`config.mk`:
```
export PLATFORM = sky130hd
export DESIGN_NAME = fraction_reduce_gcd_core
export DESIGN_NICKNAME = d
export VERILOG_FILES = /design/src/frg_pkg.sv /design/src/frg_divider.sv /design/src/fraction_reduce_gcd_core.sv
export SDC_FILE = /design/constraint.sdc
export NUM_CORES = 1
export LEC_CHECK = 0
export BUFFER_PORTS_ARGS = -buffer_cell sky130_fd_sc_hd__buf_2
export CAP_MARGIN = 30
export CORE_UTILIZATION = 30
export DETAILED_ROUTE_END_ITERATION = 12
export PLACE_DENSITY_LB_ADDON = 0.2
export SETUP_SLACK_MARGIN = 0.1
export SYNTH_ARGS = -nofsm -noshare
export SYNTH_HDL_FRONTEND = slang
export SYNTH_SLANG_ARGS = --single-unit
```
`constraint.sdc`:
```
create_clock -name clk -period 10.7 [get_ports clk]
set_input_delay 3.21 -clock clk [delete_from_list [all_inputs] [get_ports clk]]
set_output_delay 3.21 -clock clk [all_outputs]
set_load 0.01 [all_outputs]
```
`src/frg_pkg.sv`:
```
package frg_pkg;

  localparam int WORD_BITS_DEF = 32;

  typedef enum logic [2:0] {
    S_IDLE,
    S_GCD,
    S_DIVN,
    S_DIVD,
    S_DONE
  } frg_state_t;

  typedef struct packed {
    logic start;
    logic busy;
    logic done;
  } frg_div_ctrl_t;

endpackage

```
`src/frg_divider.sv`:
```
module frg_divider #(
  parameter int DW = frg_pkg::WORD_BITS_DEF - 1
) (
  input  logic                   clk,
  input  logic                   rst_n,
  input  logic                   start,
  input  logic [DW-1:0]          dividend,
  input  logic [DW-1:0]          divisor,
  output frg_pkg::frg_div_ctrl_t ctrl,
  output logic [DW-1:0]          quotient,
  output logic [DW-1:0]          remainder
);
  import frg_pkg::*;

  localparam int CW = $clog2(DW);

  logic          busy_r;
  logic          done_r;
  logic [CW-1:0] cnt_r;
  logic [DW-1:0] rem_r;
  logic [DW-1:0] quo_r;
  logic [DW-1:0] dvs_r;
  logic [DW:0]   shifted;
  logic [DW:0]   diff;

  assign shifted = {rem_r, quo_r[DW-1]};
  assign diff    = shifted - {1'b0, dvs_r};

  always_ff @(posedge clk) begin
    if (!rst_n) begin
      busy_r <= 1'b0;
      done_r <= 1'b0;
      cnt_r  <= '0;
    end else begin
      done_r <= 1'b0;
      if (busy_r) begin
        cnt_r <= cnt_r + 1'b1;
        if (cnt_r == CW'(DW - 1)) begin
          busy_r <= 1'b0;
          done_r <= 1'b1;
        end
      end else if (start) begin
        busy_r <= 1'b1;
        cnt_r  <= '0;
      end
    end
  end

  always_ff @(posedge clk) begin
    if (busy_r) begin
      if (!diff[DW]) begin
        rem_r <= diff[DW-1:0];
        quo_r <= {quo_r[DW-2:0], 1'b1};
      end else begin
        rem_r <= shifted[DW-1:0];
        quo_r <= {quo_r[DW-2:0], 1'b0};
      end
    end else if (start) begin
      rem_r <= '0;
      quo_r <= dividend;
      dvs_r <= divisor;
    end
  end

  assign ctrl.start = start;
  assign ctrl.busy  = busy_r;
  assign ctrl.done  = done_r;
  assign quotient   = quo_r;
  assign remainder  = rem_r;

endmodule

```
`src/fraction_reduce_gcd_core.sv`:
```
// Reduces a signed fraction to lowest terms.
// The input channel carries the numerator and denominator; the output channel
// carries the reduced numerator and the reduced denominator, which is always
// at least one. Each transfer on the input gives exactly one output transfer.
// A zero denominator passes the numerator through with a denominator of one.
// A value that is zero or negative becomes one and the other, if positive,
// passes through; these cases bypass the divider.
// When both values are positive, one shared restoring divider, one quotient
// bit per cycle, runs Euclid's remainder loop and then divides each value by
// the divisor found. An item takes k + 2 divisions for k remainder steps, at
// most 45 steps for full 32-bit operands; random full-width values average
// near 20 steps.
// in_tready is high only while no item is being worked on. The result waits
// in an output register, so the next input is taken while it is stalled.
// Reset clears the sequencer and the output valid flag; nothing else is kept.
module fraction_reduce_gcd_core #(
  parameter int WORD_BITS = frg_pkg::WORD_BITS_DEF,
  localparam int IN_BITS  = ((2 * WORD_BITS + 7) / 8) * 8,
  localparam int OUT_BITS = ((2 * WORD_BITS - 1 + 7) / 8) * 8
) (
  input  logic                clk,
  input  logic                rst_n,
  input  logic                in_tvalid,
  output logic                in_tready,
  // Fields from bit 0: numerator, denominator.
  input  logic [IN_BITS-1:0]  in_tdata,
  output logic                out_tvalid,
  input  logic                out_tready,
  // Fields from bit 0: reduced_numerator, reduced_denominator.
  output logic [OUT_BITS-1:0] out_tdata
);
  import frg_pkg::*;

  localparam int DW = WORD_BITS - 1;

  frg_state_t state_r, state_nxt;

  logic [WORD_BITS-1:0] in_num;
  logic [WORD_BITS-1:0] in_den;
  logic                 in_fire;
  logic                 num_pos;
  logic                 den_pos;
  logic                 den_zero;

  logic [DW-1:0]        num_r;
  logic [DW-1:0]        den_r;
  logic [DW-1:0]        b_r;
  logic [DW-1:0]        g_r;
  logic [WORD_BITS-1:0] res_num_r;
  logic [DW-1:0]        res_den_r;
  logic                 out_valid_r;
  logic                 out_load;

  logic                 div_start;
  logic [DW-1:0]        div_dividend;
  logic [DW-1:0]        div_divisor;
  frg_div_ctrl_t        div_ctrl;
  logic [DW-1:0]        div_quo;
  logic [DW-1:0]        div_rem;

  assign in_num   = in_tdata[WORD_BITS-1:0];
  assign in_den   = in_tdata[2*WORD_BITS-1:WORD_BITS];
  assign in_fire  = in_tvalid && in_tready;
  assign num_pos  = !in_num[WORD_BITS-1] && (in_num != '0);
  assign den_pos  = !in_den[WORD_BITS-1] && (in_den != '0);
  assign den_zero = (in_den == '0);
  assign out_load = (state_r == S_DONE) && (!out_valid_r || out_tready);

  frg_divider #(.DW(DW)) u_div (
    .clk       (clk),
    .rst_n     (rst_n),
    .start     (div_start),
    .dividend  (div_dividend),
    .divisor   (div_divisor),
    .ctrl      (div_ctrl),
    .quotient  (div_quo),
    .remainder (div_rem)
  );

  always_comb begin
    state_nxt = state_r;
    case (state_r)
      S_IDLE: begin
        if (in_fire) begin
          state_nxt = (!den_zero && num_pos && den_pos) ? S_GCD : S_DONE;
        end
      end
      S_GCD: begin
        if (div_ctrl.done && (div_rem == '0)) begin
          state_nxt = S_DIVN;
        end
      end
      S_DIVN: begin
        if (div_ctrl.done) begin
          state_nxt = S_DIVD;
        end
      end
      S_DIVD: begin
        if (div_ctrl.done) begin
          state_nxt = S_DONE;
        end
      end
      S_DONE: begin
        if (out_load) begin
          state_nxt = S_IDLE;
        end
      end
      default: state_nxt = S_IDLE;
    endcase
  end

  always_comb begin
    div_start    = 1'b0;
    div_dividend = in_num[DW-1:0];
    div_divisor  = in_den[DW-1:0];
    case (state_r)
      S_IDLE: begin
        div_start = in_fire && !den_zero && num_pos && den_pos;
      end
      S_GCD: begin
        div_start = div_ctrl.done;
        if (div_rem == '0) begin
          div_dividend = num_r;
          div_divisor  = b_r;
        end else begin
          div_dividend = b_r;
          div_divisor  = div_rem;
        end
      end
      S_DIVN: begin
        div_start    = div_ctrl.done;
        div_dividend = den_r;
        div_divisor  = g_r;
      end
      default: div_start = 1'b0;
    endcase
  end

  always_ff @(posedge clk) begin
    if (!rst_n) begin
      state_r     <= S_IDLE;
      out_valid_r <= 1'b0;
    end else begin
      state_r <= state_nxt;
      if (out_load) begin
        out_valid_r <= 1'b1;
      end else if (out_tready) begin
        out_valid_r <= 1'b0;
      end
    end
  end

  always_ff @(posedge clk) begin
    case (state_r)
      S_IDLE: begin
        if (in_fire) begin
          num_r <= in_num[DW-1:0];
          den_r <= in_den[DW-1:0];
          b_r   <= in_den[DW-1:0];
          if (den_zero) begin
            res_num_r <= in_num;
            res_den_r <= DW'(1);
          end else begin
            res_num_r <= num_pos ? in_num : WORD_BITS'(1);
            res_den_r <= den_pos ? in_den[DW-1:0] : DW'(1);
          end
        end
      end
      S_GCD: begin
        if (div_ctrl.done) begin
          if (div_rem == '0) begin
            g_r <= b_r;
          end else begin
            b_r <= div_rem;
          end
        end
      end
      S_DIVN: begin
        if (div_ctrl.done) begin
          res_num_r <= {1'b0, div_quo};
        end
      end
      S_DIVD: begin
        if (div_ctrl.done) begin
          res_den_r <= div_quo;
        end
      end
      default: ;
    endcase
  end

  logic [WORD_BITS-1:0] out_num_r;
  logic [DW-1:0]        out_den_r;

  always_ff @(posedge clk) begin
    if (out_load) begin
      out_num_r <= res_num_r;
      out_den_r <= res_den_r;
    end
  end

  assign in_tready  = (state_r == S_IDLE);
  assign out_tvalid = out_valid_r;
  assign out_tdata  = OUT_BITS'({out_den_r, out_num_r});

endmodule

```
# ---- Word level (Yosys, flattened, before mapping)
# Index checks and enable logic that the tools add are counted.
dict set report word_totals {
  word_cells 103
  register_bits 354
}
dict set report op_classes {
  add_sub_neg 2
  muxes 39
  eq_ne 11
  n_bitwise 1
  reduce_logical 34
}
# cell count
set op_table {}
lappend op_table {{two-way mux 31 bit} 13}
lappend op_table {{case mux 31 bit (2 select lines)} 4}
lappend op_table {{two-way mux 32 bit} 4}
lappend op_table {{case mux 32 bit (2 select lines)} 1}
lappend op_table {{nonzero test 32 bit} 2}
lappend op_table {{logical NOT 32 bit} 1}
lappend op_table {{subtractor 32 x 31 -> 32 bit} 1}
lappend op_table {{logical NOT 31 bit} 1}
lappend op_table {{two-way mux 3 bit} 6}
lappend op_table {{case mux 3 bit (5 select lines)} 1}
lappend op_table {{AND reduction 3 bit} 4}
lappend op_table {{logical AND 1 bit} 10}
lappend op_table {{two-way mux 5 bit} 2}
lappend op_table {{nonzero test 2 bit} 5}
lappend op_table {{inequality test 2 x 1 -> 1 bit, second input constant} 4}
lappend op_table {{two-way mux 1 bit} 7}
lappend op_table {{== test 3 x 2 -> 1 bit, second input constant} 2}
lappend op_table {{AND reduction 2 bit} 3}
lappend op_table {{adder 5 x 1 -> 5 bit, second input constant} 1}
lappend op_table {{== test 5 bit, second input constant} 1}
lappend op_table {{AND reduction 5 bit} 1}
lappend op_table {{logical NOT 1 bit} 4}
lappend op_table {{inequality test 2 bit, second input constant} 2}
lappend op_table {{== test 3 x 1 -> 1 bit, second input constant} 1}
lappend op_table {{6 further kinds} 6}

# ---- Longest topological paths before layout
# Gate-level depths: netlist of run 1.
dict set report depth {
  depth_word 8
  depth_mapped 14
}

# ---- Modules after synthesis
# From an unflattened synthesis of run 1, not the netlist that was laid out.
dict set report unflattened {
  cells_unflattened 1228
  hier_area_um2 16259.3
}
# mod cells_per_inst area_each_um2 n_inst
set modules_own_cells {}
lappend modules_own_cells {fraction_reduce_gcd_core 702 10397.5 1}
lappend modules_own_cells {frg_divider 526 5861.9 1}

# ---- Worst setup path after synthesis of run 1
# Ideal clock, no wire load.
dict set report synth_timing {
  path_type {input -> register}
  startpoint {input port in_tvalid}
  endpoint {register u_div.cnt_r[0]}
  slack_ns 3.465
  path_stages 5
  setup_ns 0.120
  arrival_ns 7.115
  required_ns 10.580
  cell_sequence {and2_1 > a22o_1 > nand2b_1 > mux2_2 > nor2_1}
}
dict set report synth_via {
  elab_chain_len 6
}
# item line
set synth_lines {}
lappend synth_lines {{from (decl)} fraction_reduce_gcd_core.sv:23} ;# input logic in_tvalid,
lappend synth_lines {{logical AND 1 bit} fraction_reduce_gcd_core.sv:63} ;# assign in_fire = in_tvalid && in_tready;
lappend synth_lines {{logical AND 1 bit (3 in a row)} fraction_reduce_gcd_core.sv:118} ;# div_start = in_fire && !den_zero && num_pos && den_pos;
lappend synth_lines {{case mux 1 bit (2 select lines)} fraction_reduce_gcd_core.sv:116} ;# case (state_r)
lappend synth_lines {{nonzero test 2 bit (no line)} n/a}
lappend synth_lines {{to (signal assigned)} frg_divider.sv:37} ;# cnt_r <= cnt_r + 1'b1;
lappend synth_lines {{to (decl)} frg_divider.sv:19} ;# logic [CW-1:0] cnt_r;
# Every way passes these cells.
# A chain may end at the register's enable or synchronous reset.

# ---- Worst setup path in the final report of run 1
dict set report layout_timing {
  startpoint {input port in_tdata[21]}
  endpoint {register u_div.quo_r[22] (netlist: u_div.quotient[22]) (enable)}
}
dict set report layout_via {
  elab_chain_len 6
}
# item line
set layout_lines {}
lappend layout_lines {{from (decl)} fraction_reduce_gcd_core.sv:26} ;# input logic [IN_BITS-1:0] in_tdata,
lappend layout_lines {{nonzero test 32 bit} fraction_reduce_gcd_core.sv:64} ;# assign num_pos = !in_num[WORD_BITS-1] && (in_num != '0);
lappend layout_lines {{logical AND 1 bit} fraction_reduce_gcd_core.sv:64}
lappend layout_lines {{logical AND 1 bit (2 in a row)} fraction_reduce_gcd_core.sv:118}
lappend layout_lines {{case mux 1 bit (2 select lines)} fraction_reduce_gcd_core.sv:116}
lappend layout_lines {{nonzero test 2 bit (no line)} n/a}
lappend layout_lines {{to (signal assigned)} frg_divider.sv:53} ;# quo_r <= {quo_r[DW-2:0], 1'b1};
lappend layout_lines {{to (signal assigned)} frg_divider.sv:56} ;# quo_r <= {quo_r[DW-2:0], 1'b0};
lappend layout_lines {{to (signal assigned)} frg_divider.sv:60} ;# quo_r <= dividend;
lappend layout_lines {{to (decl)} frg_divider.sv:21} ;# logic [DW-1:0] quo_r;
# Every way passes these cells.

==> results.py, run 1 <==
metrics = {
    "clocking": {
        "cts_setup_buffers": 0,
        "cts_buffer_depth": 3,
        "root_buffer": "clkbuf_16",
        "htree_levels": 2,
        "worstSkewPairLatency_ps": 540,
        "tritoncts": "built",
        "cts_made_buffers": 38,
        "cts_sinks": 354,
        "cts.repair.resized": 0,
        "cts_hold_buffers": 0,
        "clk_pin_slew_ps": 60,
    },
    "yosys": {
        "synth_edf_count": 343,
        "synth_fp_nets": 1319,
        "avgSynthCellArea_um2": 13.25,
        "synthesis.area_mm2": 0.01612,
        "synth_top_area_cell": "edfxtp_1",
        "synth_most_common_cell": "edfxtp_1",
        "yosys_warnings": 0,
        "synth_seq_cells": 354,
        "ys_types": 63,
        "async_flop_share_pct": 0,
        "synth_area_leaders": "edfxtp_1 64%, a22o_1 3.3%, a21oi_1 3.0%",
        "ys.flop_type": "edfxtp_1",
        "yosys-top-cells-count": "343 x edfxtp_1, 97 x a21oi_1, 71 x nor2_1, 61 x clkbuf_1, 60 x a22o_1",
        "ys_seq_area_share_pct": 65.25,
        "synthCells": 1217,
        "synth_top_area_share_pct": 63.88,
    },
    "die": {
        "core_mm2": 0.05287,
        "die_y_um": 233.8,
        "die_area_mm2": 0.05467,
        "die_w_um": 233.8,
        "io-pin-count": 134,
        "initial_utilization_pct": 30.50,
        "fp-row-count": 84,
    },
    "setup_path": {
        "r2r_end": "u_div.remainder[18]$_SDFFCE_PN0P_",
        "arrival_ps": 5880,
        "cp-end-kind": "register",
        "cp-endpoint": "u_div.quotient[22]$_DFFE_PP_",
        "cp_max_fo": 48,
        "startpoint": "in_tdata[21]",
        "crit_path_start_kind": "input pin",
        "r2r_start": "u_div.remainder[0]$_SDFFCE_PN0P_",
        "reg2reg_depth": 11,
        "rrSetupSlack_ps": 6880,
        "cp.required_ps": 10950,
        "criticalPathCategory": "input pin to register",
    },
    "detailed_routing": {
        "drt_wl_total_mm": 46.40,
        "wl_per_cell_um": 22.62,
        "dr.pass1.iters": 11,
        "drc": 8,
        "ant_nets": 0,
        "drtIter0Drc": 826,
        "via_per_inst": 5.347,
        "route.vias.total": 10967,
    },
    "global_route": {
        "grt_pass1_wl_mm": 70.21,
        "gr-total-overflow": 0,
        "track_usage_pct": 17.01,
        "grt_start_max_net_pins": 66,
        "grt_pass1_vias": 10864,
        "antenna_found_initial": 1,
    },
    "sta": {
        "drv_slew": 0,
        "finalCritPeriodShare_pct": 52.57,
        "hold_viol": 0,
        "clock_skew_ps": 11.77,
        "setup_viol": 0,
        "rsz0062_at_grt": "false",
        "period_needed_ps": 5625,
        "tns_ps": 0,
        "relSlewSlack_pct": 32.85,
        "fin_hold_ws_ps": 416.6,
        "fmax_mhz": 177.8,
        "worst_pin_slew_ps": 998.1,
    },
    "hold_path": {
        "hold_path.class": "register to register",
    },
    "placement": {
        "dp.cells": 1983,
        "place.port_buffers": 132,
        "gp_congestion": 0.8536,
        "dpl.hpwl_mm": 31.18,
    },
    "power_and_ir_drop": {
        "power.density_mw_per_mm2": 198.0,
        "ir_drop_v": 0.0001158,
        "power_mw": 3.726,
        "leakage_nw": 6.814,
    },
    "cells_and_area": {
        "final_cells": 2051,
        "nNetsFinal": 1437,
        "n_antenna_cell": 0,
        "drive_gt1_share_pct": 16.95,
        "syn_to_final_growth_pct": 16.69,
    },
    "outcome": {
        "status": "finished, violations left",
        "violations": "DRC",
    },
    "job": {
        "max_cap_violations": 0,
    },
}
[logic make-up after synthesis]
group | share of synthesized area, %
AOI/OAI and AO/OA | 18.60
xor gates and xnor gates | 1.249
adders and majority gates | 2.685
buffers and inverters | 2.941
DFF | 65.25
muxes | 2.057
other | 0.02326
and+or+nand+nor | 7.194
[through the flow]
step / cell area [um2] / worst slack [ps] / utilization, %
global route: 18810 / 5024 / 35.59
global placement: 17520 / 3912 / 33.14
detailed placement: 17610 / 4551 / 33.31
finish: 18810 / 5075 / 35.59
floorplan: 16120 / 3465 / -
CTS: 18810 / 5107 / 35.59
[report_power, final]
part | internal [mW] | switching [mW]
Sequential | 1.74 | 0.0869
Combinational | 0.216 | 0.385
Clock | 0.740 | 0.554
[layout by cell type (no fill, tap or decap), types with 8 or more instances in the layout]
master and instances:
inv_1 43, a21oi_1 96, o21a_1 38, nor4_1 26, nand2b_1 10, a22o_1 60, o211ai_1 35, ha_1 33
clkbuf_16 41, buf_4 17, nand4_1 13, nor2_1 68, a22oi_1 34, nor3_1 8, dfxtp_1 11, nand3_1 33
a21o_1 41, a221o_1 31, xor2_1 12, nand2_1 34, o21ai_0 43, clkinv_2 10, mux2i_1 32, buf_2 134
clkinv_1 10, edfxtp_1 343, xnor2_1 11, o21ai_1 8
[how the worst min path moves through the flow]
stage,start,end,depth (start not counted)
after floorplan,res_den_r[0]$_DFFE_PP_,out_den_r[0]$_DFFE_PP_,0
after global routing,res_num_r[2]$_DFFE_PP_,out_num_r[2]$_DFFE_PP_,0
after global placement,res_den_r[3]$_DFFE_PP_,out_den_r[3]$_DFFE_PP_,0
after CTS,res_num_r[23]$_DFFE_PP_,out_num_r[23]$_DFFE_PP_,0
final,res_num_r[23]$_DFFE_PP_,out_num_r[23]$_DFFE_PP_,0
after detailed placement,res_num_r[19]$_DFFE_PP_,out_num_r[19]$_DFFE_PP_,0
[routing by layer]
layer	share of wire, %	up-vias	GRT usage (%)
met4	3.0	2	5.783
met1	44	5539	22.86
li1	-	5050	-
met5	0.037	-	0
met3	4.4	62	2.371
met2	48	314	28.11
[area by class of cell]
class                      count  area (um2)
clock inverter                25       170.2
timing repair buffer         154       880.8
fill                        5129       34050
multi-input combinational    743        5184
sequential                   354       10520
clock buffer                  43        1033
tap                          688       860.8
inverter                      44       165.2
[worst max-delay path, stage by stage]
cell      delay (ps)
buf_2            130
nor4_1           860
nand4_1          290
o21bai_1         340
nor2_1           130
a22o_1           230
nand2b_4         300
buf_16           320
[state kept, by name, indices dropped and copies added (netlist names), 31 cells and up]
signal / count
res_num_r: 32
den_r: 31
b_r: 31
num_r: 31
out_den_r: 31
out_num_r: 32
res_den_r: 31
u_div.quotient: 31
u_div.dvs_r: 31
g_r: 31
u_div.remainder: 31
No activity file was read; power rests on OpenSTA's default activity.
==> run 2: changes to the inputs <==
==> constraint.sdc (replaced) <==
create_clock -name clk -period 5.1 [get_ports clk]
set_input_delay 1.53 -clock clk [delete_from_list [all_inputs] [get_ports clk]]
set_output_delay 1.53 -clock clk [all_outputs]
set_load 0.01 [all_outputs]
==> run 2 against run 1 <==
  * The run still ends with DRC left
  * Combinational power is 110% higher
  * Design area grew 0.28%
  * Total power rose by 110%
  * Clock skew rose by 15 ps
  * Wire length is 3.3% higher
  * Cell count is essentially flat
  * Register-to-register slack got worse by 5500 ps
  * Sequential share of layout area fell by 0.16 points
  * Count of clock-buffer cells in the layout up 2
  * Clock power is 120% higher
  * Critical path type unchanged
  * Highest routed layer is now met4
==> results.py, run 2 (synthesis results as in run 1) <==
metrics = {
    "global_route": {
        "grt_pass1_vias": 10955,
        "grt_start_max_net_pins": 54,
        "track_usage_pct": 17.52,
        "gr-total-overflow": 0,
        "antenna_found_initial": 0,
        "grt_pass1_wl_mm": 71.73,
    },
    "cells_and_area": {
        "syn_to_final_growth_pct": 17.02,
        "drive_gt1_share_pct": 17.00,
        "nNetsFinal": 1440,
        "most-common-layout-cells": "343 x edfxtp_1, 132 x buf_2, 96 x a21oi_1",
        "n_antenna_cell": 0,
        "layout.cells.most_common": "edfxtp_1",
        "top_regs": "out_num_r x32, res_num_r x32",
    },
    "detailed_routing": {
        "drc": 9,
        "dr.pass1.iters": 9,
        "route.vias.total": 10956,
        "drt_wl_total_mm": 47.95,
        "wl_per_cell_um": 23.36,
        "drtIter0Drc": 872,
        "ant_nets": 0,
        "via_per_inst": 5.337,
    },
    "die": {
        "io-pin-count": 134,
        "core_mm2": 0.05287,
        "die_y_um": 233.8,
        "die_w_um": 233.8,
        "die_area_mm2": 0.05467,
        "fp-row-count": 84,
        "initial_utilization_pct": 30.50,
    },
    "power_and_ir_drop": {
        "sw_frac_of_total_pct": 27.56,
        "seqPwrFrac_pct": 48.5,
        "clkPwrFrac_pct": 35.4,
        "power.internal_mw": 5.747,
        "leakage_nw": 6.837,
        "ir_drop_v": 0.0002247,
        "p_comb_share_pct": 16.1,
        "p_switching_mw": 2.187,
        "power.density_mw_per_mm2": 420.5,
    },
    "sta": {
        "tns_ps": 0,
        "worst_pin_slew_ps": 987.6,
        "period_needed_ps": 3701,
        "setup_viol": 0,
        "hold_viol": 0,
        "fin_hold_ws_ps": 413.6,
        "drv_slew": 0,
        "relSlewSlack_pct": 33.99,
        "rsz0062_at_grt": "false",
        "fmax_mhz": 270.2,
        "clock_skew_ps": 26.66,
        "finalCritPeriodShare_pct": 72.56,
    },
    "clocking": {
        "worstSkewPairLatency_ps": 550,
        "tritoncts": "built",
        "cts_buffer_depth": 3,
        "cts_sinks": 354,
        "cts.repair.resized": 0,
        "clk_pin_slew_ps": 60,
        "htree_levels": 2,
        "root_buffer": "clkbuf_16",
        "cts_hold_buffers": 0,
        "cts_made_buffers": 39,
        "cts_setup_buffers": 0,
    },
    "setup_path": {
        "r2r_start": "u_div.remainder[0]$_SDFFCE_PN0P_",
        "startpoint": "in_tdata[21]",
        "criticalPathCategory": "input pin to register",
        "critical_path.max_stage_delay_ps": 720,
        "cp-end-kind": "register",
        "crit_path_start_kind": "input pin",
        "arrival_ps": 3960,
        "cp_max_fo": 53,
        "reg2reg_depth": 11,
        "cpMaxStageDelayCell": "nor4_1",
        "cp.required_ps": 5360,
        "crit_path_cell_trace": "buf_2, nor4_1, nand4_1, o21bai_1, nor2_1, a22o_1, nand2b_4, buf_12",
    },
    "hold_path": {
        "hold_start": "res_num_r[10]$_DFFE_PP_",
        "hold_path.class": "register to register",
        "min_path_cells": 0,
    },
    "placement": {
        "place.port_buffers": 132,
        "gp_congestion": 0.8776,
        "dpl.hpwl_mm": 32.10,
    },
    "outcome": {
        "violations": "DRC",
        "status": "finished, violations left",
    },
    "job": {
        "max_cap_violations": 0,
    },
}
-- run 2: final timing paths --
path	endpoint	slack (ps)
max	u_div.quotient[17]$_DFFE_PP_	1400
min	out_num_r[10]$_DFFE_PP_	410
max reg2reg	u_div.remainder[18]$_SDFFCE_PN0P_	1400
min reg2reg	out_num_r[10]$_DFFE_PP_	410
-- run 2: cell type report --
type / count / area [um2]
multi-input combinational: 743 / 5184
sequential: 354 / 10520
inverter: 44 / 165.2
timing repair buffer: 156 / 890.9
clock inverter: 23 / 226.5
tap: 688 / 860.8
fill: 5168 / 34000
clock buffer: 45 / 1020
-- run 2: critical path: cells and delay by family --
kind / cells / cell delay, ps
buf+inv: 2 / 400
simple gates: 4 / 1410
compound gates: 2 / 590
-- run 2: power by group through the flow --
stage | registers [mW] | logic [mW] | clock network, mW
final | 3.84 | 1.28 | 2.81
after global routing | 3.87 | 1.41 | 2.98
after CTS | 3.85 | 1.29 | 2.88
after detailed placement | 3.91 | 1.28 | 0
after global placement | 3.90 | 1.28 | 0
after floorplan | 3.85 | 0.815 | 0
-- run 2: per-layer routing --
metal	part of all wire (%)	GRT usage [%]	up-vias
li1	-	-	5058
met1	45	23.60	5590
met2	50	29.83	242
met3	3.2	1.994	66
met4	2.0	4.627	0
met5	0	0	-
-- run 2: per-stage QoR --
step / utilization (%) / std cells / total power [mW] / worst slack (ps) / area (um2)
after floorplan: - / 1217 / 4.660 / 356.2 / 16130
after global placement: 33.33 / 1985 / 5.182 / 805.3 / 17620
after detailed placement: 33.33 / 1985 / 5.193 / 752.2 / 17620
after CTS: 35.69 / 2053 / 8.024 / 1315 / 18870
after global routing: 35.69 / 2053 / 8.266 / 1160 / 18870
final: 35.69 / 2053 / 7.933 / 1399 / 18870
